## src/hsb_pkg.sv

```systemverilog
// Shared types and constants for the heightmap sculpt brush.
`timescale 1ns / 1ps
package hsb_pkg;

   // Operation codes of an input item.
   typedef enum logic [1:0] {
      OP_WRITE = 2'd0,
      OP_READ  = 2'd1,
      OP_STAMP = 2'd2,
      OP_NONE  = 2'd3
   } op_type;

   // Brush modes.
   typedef enum logic [1:0] {
      MODE_RAISE   = 2'd0,
      MODE_LOWER   = 2'd1,
      MODE_SMOOTH  = 2'd2,
      MODE_FLATTEN = 2'd3
   } mode_type;

   // Configuration register indexes.
   localparam logic [1:0] CSR_MODE     = 2'd0;
   localparam logic [1:0] CSR_RADIUS   = 2'd1;
   localparam logic [1:0] CSR_STRENGTH = 2'd2;

   // Operations of the shared arithmetic unit.
   typedef enum logic [1:0] {
      ALU_MUL  = 2'd0,
      ALU_SQRT = 2'd1,
      ALU_DIV  = 2'd2
   } alu_op_type;

   typedef struct packed {
      logic        go;
      alu_op_type  op;
      logic [47:0] opa;
      logic [27:0] opb;
   } alu_cmd_type;

   typedef struct packed {
      logic        done;
      logic [63:0] value;
   } alu_rsp_type;

   // Sequencer states.
   typedef enum logic [4:0] {
      ST_IDLE,
      ST_DECODE,
      ST_RD_CAP,
      ST_LAT_CAP,
      ST_CELL_CHK,
      ST_SQRT,
      ST_RDIV,
      ST_MUL_UU,
      ST_MUL_PT,
      ST_MUL_TS,
      ST_H_CAP,
      ST_NB_ISSUE,
      ST_NB_CAP,
      ST_NB_DONE,
      ST_MUL_MAG,
      ST_DDIV,
      ST_WRITE,
      ST_NEXT,
      ST_RESP
   } state_type;

   localparam int H_W       = 24;
   localparam int CW        = 10;
   localparam int SQ_STEPS  = 24;
   localparam int DIV_STEPS = 32;
   localparam logic [10:0] STR_MIN = 11'd20;
   localparam logic [10:0] STR_MAX = 11'd1024;
   localparam logic signed [33:0] H_MAX = 34'sd8388607;
   localparam logic signed [33:0] H_MIN = -34'sd8388608;

endpackage

```

## src/hsb_alu.sv

```systemverilog
// Shared arithmetic unit: multiplier with registered result, iterative square root and divider.
`timescale 1ns / 1ps
module hsb_alu import hsb_pkg::*; (
   input  logic        clock,
   input  logic        reset,
   input  alu_cmd_type cmd,
   output alu_rsp_type rsp
);

   logic        busy_ff, busy_in;
   alu_op_type  op_ff, op_in;
   logic [5:0]  cnt_ff, cnt_in;
   logic [47:0] acc_ff, acc_in;
   logic [63:0] res_ff, res_in;
   logic [47:0] bit_ff, bit_in;
   logic [6:0]  dvs_ff, dvs_in;
   logic        done_ff, done_in;

   logic [59:0] mul_full;
   logic [47:0] trial;
   logic [7:0]  div_sh;
   logic        div_ge;

   assign mul_full = {28'b0, cmd.opa[31:0]} * {32'b0, cmd.opb};
   assign trial    = res_ff[47:0] + bit_ff;
   assign div_sh   = {acc_ff[6:0], res_ff[31]};
   assign div_ge   = div_sh >= {1'b0, dvs_ff};

   // Start an operation or advance the running one by one step.
   always_comb begin
      busy_in = busy_ff;
      op_in   = op_ff;
      cnt_in  = cnt_ff;
      acc_in  = acc_ff;
      res_in  = res_ff;
      bit_in  = bit_ff;
      dvs_in  = dvs_ff;
      done_in = 1'b0;
      if (cmd.go) begin
         op_in = cmd.op;
         unique case (cmd.op)
            ALU_MUL: begin
               res_in  = {4'b0, mul_full};
               done_in = 1'b1;
            end
            ALU_SQRT: begin
               busy_in = 1'b1;
               acc_in  = cmd.opa;
               res_in  = '0;
               bit_in  = 48'h1 << 46;
               cnt_in  = 6'(SQ_STEPS);
            end
            ALU_DIV: begin
               busy_in = 1'b1;
               acc_in  = '0;
               res_in  = {32'b0, cmd.opa[31:0]};
               dvs_in  = cmd.opb[6:0];
               cnt_in  = 6'(DIV_STEPS);
            end
            default: begin
               done_in = 1'b1;
            end
         endcase
      end else if (busy_ff) begin
         if (op_ff == ALU_SQRT) begin
            if (acc_ff >= trial) begin
               acc_in = acc_ff - trial;
               res_in = {16'b0, (res_ff[47:0] >> 1) + bit_ff};
            end else begin
               res_in = {16'b0, res_ff[47:0] >> 1};
            end
            bit_in = bit_ff >> 2;
         end else begin
            acc_in = 48'(div_ge ? div_sh - {1'b0, dvs_ff} : div_sh);
            res_in = {32'b0, res_ff[30:0], div_ge};
         end
         cnt_in = cnt_ff - 6'd1;
         if (cnt_ff == 6'd1) begin
            busy_in = 1'b0;
            done_in = 1'b1;
         end
      end
   end

   always_ff @(posedge clock) begin
      if (reset) begin
         busy_ff <= 1'b0;
         done_ff <= 1'b0;
         op_ff   <= ALU_MUL;
         cnt_ff  <= '0;
      end else begin
         busy_ff <= busy_in;
         done_ff <= done_in;
         op_ff   <= op_in;
         cnt_ff  <= cnt_in;
      end
      acc_ff <= acc_in;
      res_ff <= res_in;
      bit_ff <= bit_in;
      dvs_ff <= dvs_in;
   end

   assign rsp.done  = done_ff;
   assign rsp.value = res_ff;

endmodule

```

## config.mk

```make
export PLATFORM = sky130hd
export DESIGN_NAME = hsb_alu
export DESIGN_NICKNAME = d
export VERILOG_FILES = /design/src/hsb_pkg.sv /design/src/hsb_alu.sv
export SDC_FILE = /design/constraint.sdc
export NUM_CORES = 2
export LEC_CHECK = 0
export ABC_AREA = 1
export BUFFER_PORTS_ARGS = -buffer_cell sky130_fd_sc_hd__buf_2
export CAP_MARGIN = 40
export CORE_MARGIN = 4
export CORE_UTILIZATION = 45
export CTS_CLUSTER_SIZE = 24
export DETAILED_ROUTE_END_ITERATION = 8
export HOLD_SLACK_MARGIN = 0.03
export SYNTH_ARGS = -nofsm -noshare
export SYNTH_HDL_FRONTEND = slang
export SYNTH_SLANG_ARGS = --single-unit
```

## constraint.sdc

```tcl
create_clock -name clock -period 11.6 [get_ports clock]
set_input_delay 2.32 -clock clock [delete_from_list [all_inputs] [get_ports clock]]
set_output_delay 2.32 -clock clock [all_outputs]
set_load 0.02 [all_outputs]
```

==> results.sh <==
export IMPL_hold_violations=0
export IMPL_yosys_top_cells_count="nand2_1, inv_1, fa_1"
export IMPL_cts_buffers=17
export IMPL_cp_slowest_cell="buf_2"
export IMPL_post_route_drc_count=0
export IMPL_synthCells=6979
export IMPL_tightest_slew_ns=0.975
export IMPL_num_vias=43511
export IMPL_fin_nets=8132
export IMPL_start_kind="primary input"
export IMPL_drv_cap=0
export IMPL_cp_required_ns=11.84
export IMPL_slew_violations=0
export IMPL_post_route_period_util_pct=78.6
export IMPL_ys_ff_latch=149
export IMPL_hp_class="flip-flop to flip-flop"
export IMPL_boundaryPins=146
export IMPL_finalCriticalPeriod_ns=9.12
export IMPL_clock_latency_ns=0.48
export IMPL_grt_pass1_wl_um=266000
export IMPL_max_stage_delay_ns=0.61
export IMPL_grt_max_degree=61
export IMPL_area_delta_synth_final_pct=5.80
export IMPL_die_h_um=333
export IMPL_layout_drive_gt1_share_pct=3.78
export IMPL_synth_warnings=0
export IMPL_grt_use_total_pct=31.3
export IMPL_final_setup_viol_count=0
export IMPL_critPathMostFrequentCell="fa_1"
export IMPL_yosysTopAreaCellShare_pct=32.8
export IMPL_yosysSeqAreaShare_pct=9.18
export IMPL_die_area_um2=111000
export IMPL_fillerInstances=10996
export IMPL_syn_area_um2=47600
export IMPL_crit_buf_inv=8
export IMPL_grt_overflow_total=0
export IMPL_setup_tns_final_ns=0
export IMPL_slew_headroom_pct=34.8
export IMPL_vias_per_cell=5.21
export IMPL_routedWlPerCell_um=20.7
export IMPL_postCtsSetupBuffers=0
export IMPL_rows=119
export IMPL_avgSynthCellArea_um2=6.83
export IMPL_cts_buffer_depth=2
export IMPL_critical_path_top_delay_family="adder cells"
export IMPL_async_reset_ff_share_pct=0
export IMPL_synth_cell_types=54
export IMPL_htreeDepth=4
export IMPL_clk_pin_slew_ns=0.07
export IMPL_dr_pass1_iters=7
export IMPL_portBuffers=141
export IMPL_crit_fanout=24
export IMPL_cts_resized=0
export IMPL_routed_wl_um=173000
export IMPL_cp_arrival_ns=9.36
export IMPL_cts_hold_buf=0
export IMPL_crit_type="primary input to flip-flop"
export IMPL_synth_area_leader_cell="fa_1"
export IMPL_synth_area_top_cells="fa_1, nand2_1, inv_1, edfxtp_1, ha_1"
export IMPL_drtAntennaViolNets=0
export IMPL_rsz0062_at_grt="false"
export IMPL_hpwlAfterDp_um=142000
export IMPL_initial_utilization_pct=45.3
export IMPL_grt_pass1_vias=45534
export IMPL_max_freq_mhz=110
export IMPL_drt_iter0_drc=3449
export IMPL_synth_edf_count=139
export IMPL_skew_ns=0.0156
export IMPL_status="completed"
export IMPL_antenna_found_initial=11
export IMPL_synth_main_ff_cell="edfxtp_1"
export IMPL_endpoint_kind="flip-flop"
export IMPL_cts_tree="yes"
export IMPL_core_um2=105000
export IMPL_cts_sinks=149
export IMPL_gp_congestion=1.01
export IMPL_die_w_um=333
export IMPL_yosysMostFrequentCell="nand2_1"
export IMPL_root_buffer="clkbuf_16"
per-stage QoR:
stage | worst slack (ns) | hold slack [ns] | cell area, µm² | utilization (%) | std cells
finish | 2.48 | 0.500 | 50400 | 47.9 | 8354
global placement | 1.99 | 0.482 | 49400 | 46.9 | 8299
floorplan | 3.35 | 0.463 | 47700 | - | 6982
CTS | 2.52 | 0.497 | 50400 | 47.9 | 8350
detailed placement | 2.02 | 0.484 | 49700 | 47.3 | 8318
global route | 2.19 | 0.524 | 50400 | 47.9 | 8351
cells by family (layout without fill, tap and decap cells):
logic type	after synthesis	in the layout	synth area share (%)
XOR/XNOR	74	74	1.36
AND/OR/NAND/NOR	2973	2973	25.0
buffers and inverters	2117	2095	16.8
adder cells (fa/ha/maj)	1104	1104	41.3
other	1	7	0.00787
flip-flops	149	149	9.18
AO/OA/AOI/OAI	561	561	6.42
worst paths after layout:
path,startpoint,to,slack [ns],cells after the start
max,cmd[42],res_ff[23]$_DFFE_PP_,2.48,25
min,cnt_ff[5]$_SDFFE_PP0P_,cnt_ff[5]$_SDFFE_PP0P_,0.50,2
max reg2reg,res_ff[6]$_DFFE_PP_,res_ff[44]$_DFFE_PP_,5.13,20
min reg2reg,cnt_ff[5]$_SDFFE_PP0P_,cnt_ff[5]$_SDFFE_PP0P_,0.50,2
sequential cells by signal, summed over array words and instances (netlist names):
name     count
acc_ff      48
bit_ff      24
busy_ff      1
cnt_ff       6
done_ff      1
dvs_ff       7
op_ff        2
res_ff      60
per-layer routing:
metal	vias to the layer above	GRT usage (%)	part of all wire, %
met2	1408	55.6	50
met5	-	0	0.014
met1	21392	38.8	40
li1	20381	-	-
met3	326	3.24	5.7
met4	4	12.9	4.6
area by class of cell:
class                   count  area (µm²)  area share, %
clock buffers              17         425          0.844
flip-flops and latches    149        4370           8.68
well taps                1391        1740           3.45
inverters                1873        7030           13.9
clock inverters            15         211          0.420
multi-input cells        4716       35300           70.0
repair buffers            190        1310           2.60
diodes                      3        7.51         0.0149
cell usage in the layout (no fill, tap or decap), drive strengths merged, types with 47 or more instances in the layout:
master  instances
buf           190
o21ai         226
nand2        2117
nor2          451
a21oi         241
edfxtp        139
ha            324
fa            780
nand3         272
xor2           47
inv          1879
worst register-to-register path, stage by stage, from the launching register on:
cell	delay, ns
edfxtp_1	0.58
ha_1	0.47
nand2_1	0.12
o21ai_1	0.30
a21oi_1	0.15
o21ai_1	0.48
a21oi_1	0.24
o21ai_1	0.22
xor2_1	0.72
ha_1	0.34
nand2_1	0.14
nor2_2	0.21
nand2_2	0.11
nor2_4	0.21
nand3_4	0.37
nand2_2	0.39
buf_4	0.51
nand2_2	0.29
o21ai_0	0.22
o21ai_1	0.17
nand2_1	0.09
Power is not shown: default switching activity piles up to over one toggle a cycle in this logic, so the estimate is an artifact.
